File: src/rtl/ryuv_pkg.sv
package ryuv_pkg;

    // Video-range limits and offsets, 10-bit codes
    localparam int Y_OFFSET = 64;
    localparam int C_OFFSET = 512;
    localparam int Y_MIN    = 64;
    localparam int Y_MAX    = 940;
    localparam int C_MIN    = 64;
    localparam int C_MAX    = 960;

    // Input item: 8-bit RGBA pixel
    typedef struct packed {
        logic [7:0] red;
        logic [7:0] green;
        logic [7:0] blue;
        logic [7:0] opacity;
    } t_rgba;

    // Output item: 10-bit YUVA 4:4:4 pixel
    typedef struct packed {
        logic [9:0] luma;
        logic [9:0] chroma_blue;
        logic [9:0] chroma_red;
        logic [9:0] alpha_out;
    } t_yuva;

    // Per-stage load enables shared by all lanes
    typedef struct packed {
        logic en1;
        logic en2;
        logic en3;
    } t_lane_ctl;

endpackage

File: src/rtl/ryuv_stream_if.sv
interface ryuv_stream_if #(
    parameter type T_DATA = logic
);
    logic  valid;
    logic  ready;
    T_DATA data;

    modport source (output valid, output data, input ready);
    modport sink   (input valid, input data, output ready);
endinterface

File: src/rtl/ryuv_lane.sv
module ryuv_lane
    import ryuv_pkg::*;
#(
    parameter int     FRACTION_BITS = 16,
    parameter longint C_R           = 0,
    parameter longint C_G           = 0,
    parameter longint C_B           = 0,
    parameter int     OFFSET        = 0,
    parameter int     LO            = 0,
    parameter int     HI            = 1023
) (
    input  logic       i_clk,
    input  t_lane_ctl  i_ctl,
    input  logic [7:0] i_red,
    input  logic [7:0] i_green,
    input  logic [7:0] i_blue,
    output logic [9:0] o_value
);

    // Coefficient magnitude stays below 4 (luma green is the largest),
    // so FRACTION_BITS+2 bits plus sign
    localparam int CW = FRACTION_BITS + 3;
    localparam int PW = CW + 9;
    localparam int AW = FRACTION_BITS + 12;
    localparam int IW = AW - FRACTION_BITS;

    localparam logic signed [CW-1:0] K_R = CW'(C_R);
    localparam logic signed [CW-1:0] K_G = CW'(C_G);
    localparam logic signed [CW-1:0] K_B = CW'(C_B);

    // Offset plus one half, so the final shift rounds half up
    localparam logic signed [AW-1:0] ROUND_K =
        AW'((longint'(OFFSET) << FRACTION_BITS) + (longint'(1) << (FRACTION_BITS - 1)));

    localparam logic signed [IW-1:0] LO_Q = IW'(LO);
    localparam logic signed [IW-1:0] HI_Q = IW'(HI);

    logic signed [PW-1:0] r_p_r, r_p_g, r_p_b;
    logic signed [AW-1:0] r_acc;
    logic signed [IW-1:0] w_q;
    logic [9:0]           r_value;
    logic [9:0]           n_value;

    // Stage 1: one product per channel
    always_ff @(posedge i_clk) begin
        if (i_ctl.en1) begin
            r_p_r <= K_R * $signed({1'b0, i_red});
            r_p_g <= K_G * $signed({1'b0, i_green});
            r_p_b <= K_B * $signed({1'b0, i_blue});
        end
    end

    // Stage 2: sum with offset and rounding half
    always_ff @(posedge i_clk) begin
        if (i_ctl.en2) begin
            r_acc <= AW'(r_p_r) + AW'(r_p_g) + AW'(r_p_b) + ROUND_K;
        end
    end

    // Stage 3: floor and clamp
    assign w_q = r_acc[AW-1:FRACTION_BITS];

    always_comb begin
        if (w_q < LO_Q) begin
            n_value = 10'(LO_Q);
        end else if (w_q > HI_Q) begin
            n_value = 10'(HI_Q);
        end else begin
            n_value = w_q[9:0];
        end
    end

    always_ff @(posedge i_clk) begin
        if (i_ctl.en3) begin
            r_value <= n_value;
        end
    end

    assign o_value = r_value;

endmodule

File: src/rtl/rgba8_to_yuva444_10bit_bt709_unit.sv
// BT.709 RGBA 8-bit to YUVA 4:4:4 10-bit converter, video range for Y/Cb/Cr and
// full range for alpha. One pixel item is taken per clock while input ready is high,
// and results leave in order through the product, sum, round/clamp register stages.
// Elastic pipeline: each stage holds its item while the next one is stalled,
// and input ready drops only once all three stages are full and the output waits.
// FRACTION_BITS (12..24) sets the precision of the fixed-point coefficients.
module rgba8_to_yuva444_10bit_bt709_unit
    import ryuv_pkg::*;
#(
    parameter int FRACTION_BITS = 16
) (
    input  logic          i_clk,
    input  logic          i_rst_n,
    ryuv_stream_if.sink   i_pix,
    ryuv_stream_if.source o_pix
);

    // Fixed-point weights, rounded to nearest
    localparam longint KY_R = ((longint'(2126 * 876) << FRACTION_BITS) + 2550000 / 2)
                              / 2550000;
    localparam longint KY_G = ((longint'(7152 * 876) << FRACTION_BITS) + 2550000 / 2)
                              / 2550000;
    localparam longint KY_B = ((longint'(722 * 876) << FRACTION_BITS) + 2550000 / 2)
                              / 2550000;
    localparam longint KC_HALF = ((longint'(448) << FRACTION_BITS) + 255 / 2) / 255;
    localparam longint KU_R = ((longint'(2126 * 448) << FRACTION_BITS) + (9278 * 255) / 2)
                              / (9278 * 255);
    localparam longint KU_G = ((longint'(7152 * 448) << FRACTION_BITS) + (9278 * 255) / 2)
                              / (9278 * 255);
    localparam longint KV_G = ((longint'(7152 * 448) << FRACTION_BITS) + (7874 * 255) / 2)
                              / (7874 * 255);
    localparam longint KV_B = ((longint'(722 * 448) << FRACTION_BITS) + (7874 * 255) / 2)
                              / (7874 * 255);

    t_lane_ctl  w_ctl;
    logic       r_v1, r_v2, r_v3;
    logic [9:0] r_a1, r_a2, r_a3;
    logic [9:0] w_luma, w_cb, w_cr;
    logic [9:0] w_three_a;
    logic [9:0] w_a_frac;
    logic [1:0] w_a_q;

    // Stage enables: a stage loads when empty or when the next one moves
    assign w_ctl.en3   = !r_v3 || o_pix.ready;
    assign w_ctl.en2   = !r_v2 || w_ctl.en3;
    assign w_ctl.en1   = !r_v1 || w_ctl.en2;
    assign i_pix.ready = w_ctl.en1;

    always_ff @(posedge i_clk) begin
        if (!i_rst_n) begin
            r_v1 <= 1'b0;
            r_v2 <= 1'b0;
            r_v3 <= 1'b0;
        end else begin
            if (w_ctl.en1) begin
                r_v1 <= i_pix.valid;
            end
            if (w_ctl.en2) begin
                r_v2 <= r_v1;
            end
            if (w_ctl.en3) begin
                r_v3 <= r_v2;
            end
        end
    end

    // Alpha: (a*1023+127)/255 = 4a + (3a+127)/255, quotient 0..3
    assign w_a_frac = 10'({i_pix.data.opacity, 1'b0}) + 10'(i_pix.data.opacity) + 10'd127;

    always_comb begin
        if (w_a_frac >= 10'd765) begin
            w_a_q = 2'd3;
        end else if (w_a_frac >= 10'd510) begin
            w_a_q = 2'd2;
        end else if (w_a_frac >= 10'd255) begin
            w_a_q = 2'd1;
        end else begin
            w_a_q = 2'd0;
        end
    end

    assign w_three_a = {i_pix.data.opacity, 2'b00} + 10'(w_a_q);

    // Alpha rides along the three stages
    always_ff @(posedge i_clk) begin
        if (w_ctl.en1) begin
            r_a1 <= w_three_a;
        end
        if (w_ctl.en2) begin
            r_a2 <= r_a1;
        end
        if (w_ctl.en3) begin
            r_a3 <= r_a2;
        end
    end

    // Luma
    ryuv_lane #(
        .FRACTION_BITS (FRACTION_BITS),
        .C_R           (KY_R),
        .C_G           (KY_G),
        .C_B           (KY_B),
        .OFFSET        (Y_OFFSET),
        .LO            (Y_MIN),
        .HI            (Y_MAX)
    ) u_lane_y (
        .i_clk   (i_clk),
        .i_ctl   (w_ctl),
        .i_red   (i_pix.data.red),
        .i_green (i_pix.data.green),
        .i_blue  (i_pix.data.blue),
        .o_value (w_luma)
    );

    // Blue-difference chroma
    ryuv_lane #(
        .FRACTION_BITS (FRACTION_BITS),
        .C_R           (-KU_R),
        .C_G           (-KU_G),
        .C_B           (KC_HALF),
        .OFFSET        (C_OFFSET),
        .LO            (C_MIN),
        .HI            (C_MAX)
    ) u_lane_cb (
        .i_clk   (i_clk),
        .i_ctl   (w_ctl),
        .i_red   (i_pix.data.red),
        .i_green (i_pix.data.green),
        .i_blue  (i_pix.data.blue),
        .o_value (w_cb)
    );

    // Red-difference chroma
    ryuv_lane #(
        .FRACTION_BITS (FRACTION_BITS),
        .C_R           (KC_HALF),
        .C_G           (-KV_G),
        .C_B           (-KV_B),
        .OFFSET        (C_OFFSET),
        .LO            (C_MIN),
        .HI            (C_MAX)
    ) u_lane_cr (
        .i_clk   (i_clk),
        .i_ctl   (w_ctl),
        .i_red   (i_pix.data.red),
        .i_green (i_pix.data.green),
        .i_blue  (i_pix.data.blue),
        .o_value (w_cr)
    );

    // Output item
    assign o_pix.valid            = r_v3;
    assign o_pix.data.luma        = w_luma;
    assign o_pix.data.chroma_blue = w_cb;
    assign o_pix.data.chroma_red  = w_cr;
    assign o_pix.data.alpha_out   = r_a3;

endmodule

File: src/flat_wrapper.sv
// flat-port wrapper written by rule: the top's interface ports become plain ports
module rgba8_to_yuva444_10bit_bt709_unit_flat import ryuv_pkg::*;
#(
    parameter int FRACTION_BITS = 16
)
  (i_clk, i_rst_n, i_pix_valid, i_pix_data, i_pix_ready, o_pix_valid, o_pix_data, o_pix_ready);
  ryuv_stream_if #(.T_DATA(t_rgba)) i_pix_i ();
  ryuv_stream_if #(.T_DATA(t_yuva)) o_pix_i ();
  input  logic i_clk;
  input  logic i_rst_n;
  input wire logic [$bits(i_pix_i.valid)-1:0] i_pix_valid;
  input wire logic [$bits(i_pix_i.data)-1:0] i_pix_data;
  output wire logic [$bits(i_pix_i.ready)-1:0] i_pix_ready;
  output wire logic [$bits(o_pix_i.valid)-1:0] o_pix_valid;
  output wire logic [$bits(o_pix_i.data)-1:0] o_pix_data;
  input wire logic [$bits(o_pix_i.ready)-1:0] o_pix_ready;
  assign i_pix_i.valid = i_pix_valid;
  assign i_pix_i.data = i_pix_data;
  assign i_pix_ready = i_pix_i.ready;
  assign o_pix_valid = o_pix_i.valid;
  assign o_pix_data = o_pix_i.data;
  assign o_pix_i.ready = o_pix_ready;
  rgba8_to_yuva444_10bit_bt709_unit #(.FRACTION_BITS(FRACTION_BITS)) u_core (.i_clk(i_clk), .i_rst_n(i_rst_n), .i_pix(i_pix_i), .o_pix(o_pix_i));
endmodule
File: config.mk
export PLATFORM = sky130hd
export DESIGN_NAME = rgba8_to_yuva444_10bit_bt709_unit_flat
export DESIGN_NICKNAME = d
export VERILOG_FILES = /design/src/rtl/ryuv_pkg.sv /design/src/rtl/ryuv_stream_if.sv /design/src/rtl/ryuv_lane.sv /design/src/rtl/rgba8_to_yuva444_10bit_bt709_unit.sv /design/src/flat_wrapper.sv
export SDC_FILE = /design/constraint.sdc
export NUM_CORES = 2
export LEC_CHECK = 0
export BUFFER_PORTS_ARGS = -buffer_cell sky130_fd_sc_hd__buf_4
export CORE_UTILIZATION = 50
export CTS_CLUSTER_DIAMETER = 60
export DETAILED_ROUTE_END_ITERATION = 10
export GPL_TIMING_DRIVEN = 0
export PLACE_DENSITY = 0.66
export SETUP_SLACK_MARGIN = 0.2
export SYNTH_ARGS = -nofsm -noshare
export SYNTH_HDL_FRONTEND = slang
export SYNTH_SLANG_ARGS = --single-unit
File: constraint.sdc
create_clock -name i_clk -period 11.3 [get_ports i_clk]
set_input_delay 1.695 -clock i_clk [delete_from_list [all_inputs] [get_ports i_clk]]
set_output_delay 1.695 -clock i_clk [all_outputs]
set_load 0.01 [all_outputs]
Yosys cells after proc, flatten, opt, wreduce, memory -nomap -nowiden --
Index checks and enable logic that the tools add are counted.
Storage, ports and cells: register bits after elaboration 392, word-level logic and storage cells 69
Cells by class: add/subtract/negate cells 12, $mul 9, order comparisons 9, multiplexer cells 6, reduce and logical (&&, ||, !) cells 9
Operators with widths (count):
- 28-bit adder | 6
- 28-bit by 27-bit adder with 28-bit output (second input constant) | 2
- 16-bit by 9-bit multiplier with 25-bit output (first input constant) | 2
- 16-bit by 8-bit multiplier with 24-bit output (first input constant) | 2
- 12-bit by 11-bit > comparator with 1-bit output (second input constant) | 3
- 12-bit by 8-bit < comparator with 1-bit output (second input constant) | 3
- 10-bit two-way mux | 3
- 28-bit by 24-bit adder with 28-bit output (second input constant) | 1
- 18-bit by 9-bit multiplier with 27-bit output (first input constant) | 1
- 18-bit by 8-bit multiplier with 26-bit output (first input constant) | 1
- 15-bit by 9-bit multiplier with 24-bit output (first input constant) | 1
- 14-bit by 8-bit multiplier with 22-bit output (first input constant) | 1
- 13-bit by 8-bit multiplier with 21-bit output (first input constant) | 1
- 10-bit by 2-bit adder with 10-bit output | 1
- 10-bit by 7-bit adder with 10-bit output (second input constant) | 1
- 9-bit by 8-bit adder with 10-bit output | 1
- 10-bit >= comparator (second input constant) | 1
- 10-bit by 8-bit >= comparator with 1-bit output (second input constant) | 1
- 10-bit by 9-bit >= comparator with 1-bit output (second input constant) | 1
- 2-bit OR reduction | 3
- 2-bit two-way mux | 2
- 1-bit logical NOT | 3
- 1-bit logical OR | 3
- 1-bit two-way mux | 1

Depth between registers and ports, before layout --
depth after elaboration 7, gate-level depth with buffers 19, depth with buffers taken out 19

Cells and area by module --
Synthesis repeated with hierarchy kept, for this count alone.
Second synthesis, totals: cells, all modules 3146, area total of the unflattened synthesis 34629.5 um2
Modules (own cells, without submodules):
- ryuv_lane at u_core.u_lane_cr | instances 1, cells each 1017, area each 11075.6 um2
- ryuv_lane at u_core.u_lane_cb | instances 1, cells each 1004, area each 11055.6 um2
- ryuv_lane at u_core.u_lane_y | instances 1, cells each 1007, area each 10906.7 um2
- rgba8_to_yuva444_10bit_bt709_unit | instances 1, cells each 118, area each 1591.5 um2

Least setup slack after synthesis --
No wires, ideal clock.
path kind input -> register, start point input o_pix_ready, end point register u_core.r_a1[0] (enable), data arrival time 6.836 ns, required time 9.022 ns, path slack 2.186 ns, stages 2, buffers on the path 0, path through nor2b_1 > nand3_1
Between the ends: longest elaborated chain between the ends 3
Ends and longest elaborated chain:
- from (decl) | RTL line flat_wrapper.sv:16 | input wire logic [$bits(o_pix_i.ready)-1:0] o_pix_ready;
- 1-bit logical OR | RTL line rgba8_to_yuva444_10bit_bt709_unit.sv:44 | assign w_ctl.en3 = !r_v3 || o_pix.ready;
- 1-bit logical OR | RTL line rgba8_to_yuva444_10bit_bt709_unit.sv:45 | assign w_ctl.en2 = !r_v2 || w_ctl.en3;
- 1-bit logical OR | RTL line rgba8_to_yuva444_10bit_bt709_unit.sv:46 | assign w_ctl.en1 = !r_v1 || w_ctl.en2;
- net i_pix_ready | RTL line flat_wrapper.sv:13 | output wire logic [$bits(i_pix_i.ready)-1:0] i_pix_ready;
- to (signal assigned) | RTL line rgba8_to_yuva444_10bit_bt709_unit.sv:87 | r_a1 <= w_three_a;
- to (decl) | RTL line rgba8_to_yuva444_10bit_bt709_unit.sv:37 | logic [9:0] r_a1, r_a2, r_a3;
The timed path passes the listed nets, and every way through them passes these cells. A chain may end at the register's enable or synchronous reset.

Worst setup path after layout --
start point input i_pix_data[29], end point register u_core.u_lane_y.r_p_r[21] (data pin)
Between the ends: longest elaborated chain between the ends 1
Ends and longest elaborated chain:
- from (decl) | RTL line flat_wrapper.sv:12 | input wire logic [$bits(i_pix_i.data)-1:0] i_pix_data;
- 13-bit by 8-bit multiplier with 21-bit output | RTL line ryuv_lane.sv:47 | r_p_r <= K_R * $signed({1'b0, i_red});
- to (signal assigned) | RTL line ryuv_lane.sv:47
- to (decl) | RTL line ryuv_lane.sv:38 | logic signed [PW-1:0] r_p_r, r_p_g, r_p_b;
No other way between the ends.

==> impl_metrics.yaml <==
grt:
  grt_pass1_vias: 22900
  antenna_found_initial: 0
  grt.overflow.total: 0
  grt_pass1_wl_um: 124000
  grt_use_total_pct: 23.9
  grt_max_degree: 59
critical_path:
  endpoint_kind: "register"
  reg2reg_from: "u_core.u_lane_cb.r_p_g[4]$_DFFE_PP_"
  path_common_cell: "fa_1"
  crit_end: "u_core.u_lane_y.r_p_r[21]$_DFFE_PP_"
  regToRegSetupSlack_ns: 7.57
  reg2regPathDepth: 11
  crit_fanout: 11
  crit_path_start_kind: "input pin"
  cp_slowest_cell: "fa_1"
  worstPathArrival_ns: 6.92
  r2r-end: "u_core.u_lane_cb.r_acc[23]$_DFFE_PP_"
  path_cells: "buf_4 > fa_1 > inv_1 > fa_1 > fa_1 > fa_1 > inv_1 > ha_1 > nor2b_1 > a311oi_2 > a21oi_1 > a211o_1 > o311ai_1 > nand2b_1 > xor2_1"
  crit_required_ns: 11.55
  crit_start: "i_pix_data[29]"
  max_stage_delay_ns: 0.73
  setup.worst_path.class: "in -> reg"
synthesis:
  syn-num-nets: 3993
  synth_top_family_by_area: "adder cells"
  synthSimpleGateAreaFrac_pct: 6.08
  synth.top_cell.area_share_pct: 27.4
  muxShareOfSynthArea_pct: 0.121
  syn_area_mm2: 0.0331
  yosysTopAreaCell: "edfxtp_1"
  ys_seq_area_share_pct: 27.6
  synth_xor_area_share_pct: 5.00
  ys_top_cells_by_area: "edfxtp_1, ha_1, fa_1"
  synth-seq-cells: 305
  synth_edf_count: 302
  async_flop_share_pct: 0
  synth_compound_area_share_pct: 10.1
  avgSynthCellArea_um2: 11.0
  synthCells: 3014
  yosysWarnings: 0
  ys.flop_type: "edfxtp_1"
  synth.distinct_cells: 77
  synth_fa_ha_area_share_pct: 43.7
floorplan:
  dieArea_mm2: 0.0673
  die_w_um: 259
  pin_count: 78
  num_rows: 93
  start_util_pct: 51.0
  die_height_um: 259
  core_mm2: 0.0649
clock_tree:
  clock_latency_ns: 0.57
  cts_tree: "built"
  cts_resized: 0
  htreeDepth: 2
  cts.path.max_buffers: 3
  cts_setup_buffers: 0
  cts.sinks: 305
  clock-root-buffer: "clkbuf_16"
  numCtsBuffers: 40
  clk_pin_slew_ns: 0.05
  cts_hold_buf: 0
sta:
  finalHoldViolCount: 0
  clock_skew_ns: 0.0219
  min_period_ns: 6.67
  fin_crit_sh_pct: 59.1
  fin_setup_tns_ns: 0
  fmax_ghz: 0.150
  worstMarginPinSlew_ns: 1.21
  slew_headroom_pct: 17.8
  setup_violations: 0
  rsz0062_at_grt: "false"
  slew_viol_final: 0
routing:
  postRouteAntennaNets: 0
  drtIter0Drc: 1418
  wl_per_cell_um: 19.3
  dr_total_vias: 21800
  viasPerCell: 5.42
  wl_um: 77500
  first_pass_iters: 7
  drc: 0
place:
  io_buffers: 77
  dp.final_hpwl_um: 65300
  place.gp.congestion: 0.954
hold_path:
  hold_depth: 0
  holdCritPathClass: "reg -> reg"
final_layout:
  syn2layout_area_growth_pct: 9.15
  fin_nets: 4118
  drive_gt1_share_pct: 5.15
  layout_commonest_cell: "inv_1"
  final_cell_mix: "inv_1, ha_1, fa_1"
status:
  outcome: "finished, final reports clean"
run:
  cap_violations: 0
-- how the worst min path moves through the flow --
stage                                 startpoint                        to  slack, ns
floorplan           u_core.r_a1[0]$_SDFFCE_PP1P_  u_core.r_a2[0]$_DFFE_PP_       0.40
global placement        u_core.r_a2[3]$_DFFE_PP_  u_core.r_a3[3]$_DFFE_PP_       0.40
detailed placement      u_core.r_a1[7]$_DFFE_PP_  u_core.r_a2[7]$_DFFE_PP_       0.41
CTS                     u_core.r_a1[7]$_DFFE_PP_  u_core.r_a2[7]$_DFFE_PP_       0.42
global route            u_core.r_a1[7]$_DFFE_PP_  u_core.r_a2[7]$_DFFE_PP_       0.42
finish                  u_core.r_a1[7]$_DFFE_PP_  u_core.r_a2[7]$_DFFE_PP_       0.42
-- state kept, by name, summed over array words and instances (netlist names) --
signal	cells
u_core.u_lane_cb.r_p_g	27
u_core.u_lane_cb.r_p_r	25
u_core.u_lane_cr.r_p_b	24
u_core.u_lane_cr.r_p_g	24
u_core.u_lane_y.r_p_g	24
u_core.u_lane_cb.r_p_b	23
u_core.u_lane_cr.r_p_r	20
u_core.u_lane_y.r_p_b	20
u_core.u_lane_y.r_p_r	20
u_core.u_lane_cb.r_acc	12
u_core.u_lane_cr.r_acc	12
u_core.u_lane_y.r_acc	11
u_core.r_a1	10
u_core.r_a2	10
u_core.r_a3	10
u_core.u_lane_cb.o_value	10
u_core.u_lane_cr.o_value	10
u_core.u_lane_y.o_value	10
u_core.o_pix.valid	1
u_core.r_v1	1
u_core.r_v2	1
-- area by class of cell --
class / instances / area, um^2
flip-flops and latches: 305 / 9130
well taps: 855 / 1070
repair buffers: 83 / 721
clock inverters: 20 / 184
fillers: 5592 / 28800
diodes: 1 / 2.50
inverters: 653 / 2450
plain buffers: 8 / 30.0
clock buffers: 50 / 1040
multi-input cells: 2048 / 21500
-- synth_stat cells, drive strengths merged, types with 15 or more instances --
cell and n:
a211oi 16, a21o 79, a21oi 168, and2 21, and3 17, edfxtp 302
fa 354, ha 589, inv 653, nand2 79, nand2b 30, nand3 26
nor2 108, nor2b 27, nor3 27, o21a 23, o21ai 99, o21bai 17
or2 15, xnor2 131, xor2 58
-- critical path: cells and delay by family --
kind                       cells  cell delay (ns)
adders and majority gates      5             2.63
AOI/OAI and AO/OA              4             1.21
xor gates and xnor gates       1             0.67
buffers and inverters          3             0.40
and+or+nand+nor                2             0.29
-- stage by stage --
stage / setup slack [ns] / std cells / cell area, um^2 / hold WS [ns] / utilization (%)
final: 4.63 / 4023 / 36100 / 0.415 / 55.7
after global placement: -1.60 / 3946 / 34800 / 0.400 / 53.5
after detailed placement: 4.10 / 3952 / 34900 / 0.405 / 53.8
after CTS: 4.66 / 4022 / 36100 / 0.416 / 55.7
after global routing: 4.48 / 4022 / 36100 / 0.424 / 55.7
after floorplan: 2.19 / 3014 / 33100 / 0.400 / -
-- layer usage --
layer  GRT usage, %  share of wire, %  vias to the layer above  wire, um
li1               -                 -                    10400         -
met1           31.3                44                    10800     34100
met2           40.2                48                      470     36900
met3           3.45               4.7                      112      3610
met4           8.81               3.8                        0      2940
met5              0                 0                        -         0
-- cell families after synthesis --
kind of cell	Yosys count
AO/OA/AOI/OAI	512
XOR/XNOR	189
adder cells (fa/ha/maj)	943
buffers and inverters	661
flip-flops	305
multiplexers	4
AND/OR/NAND/NOR	400
Power is left out: the tool's default activity adds up to more than one toggle a clock period on the data nets, which glitch-free logic cannot reach.
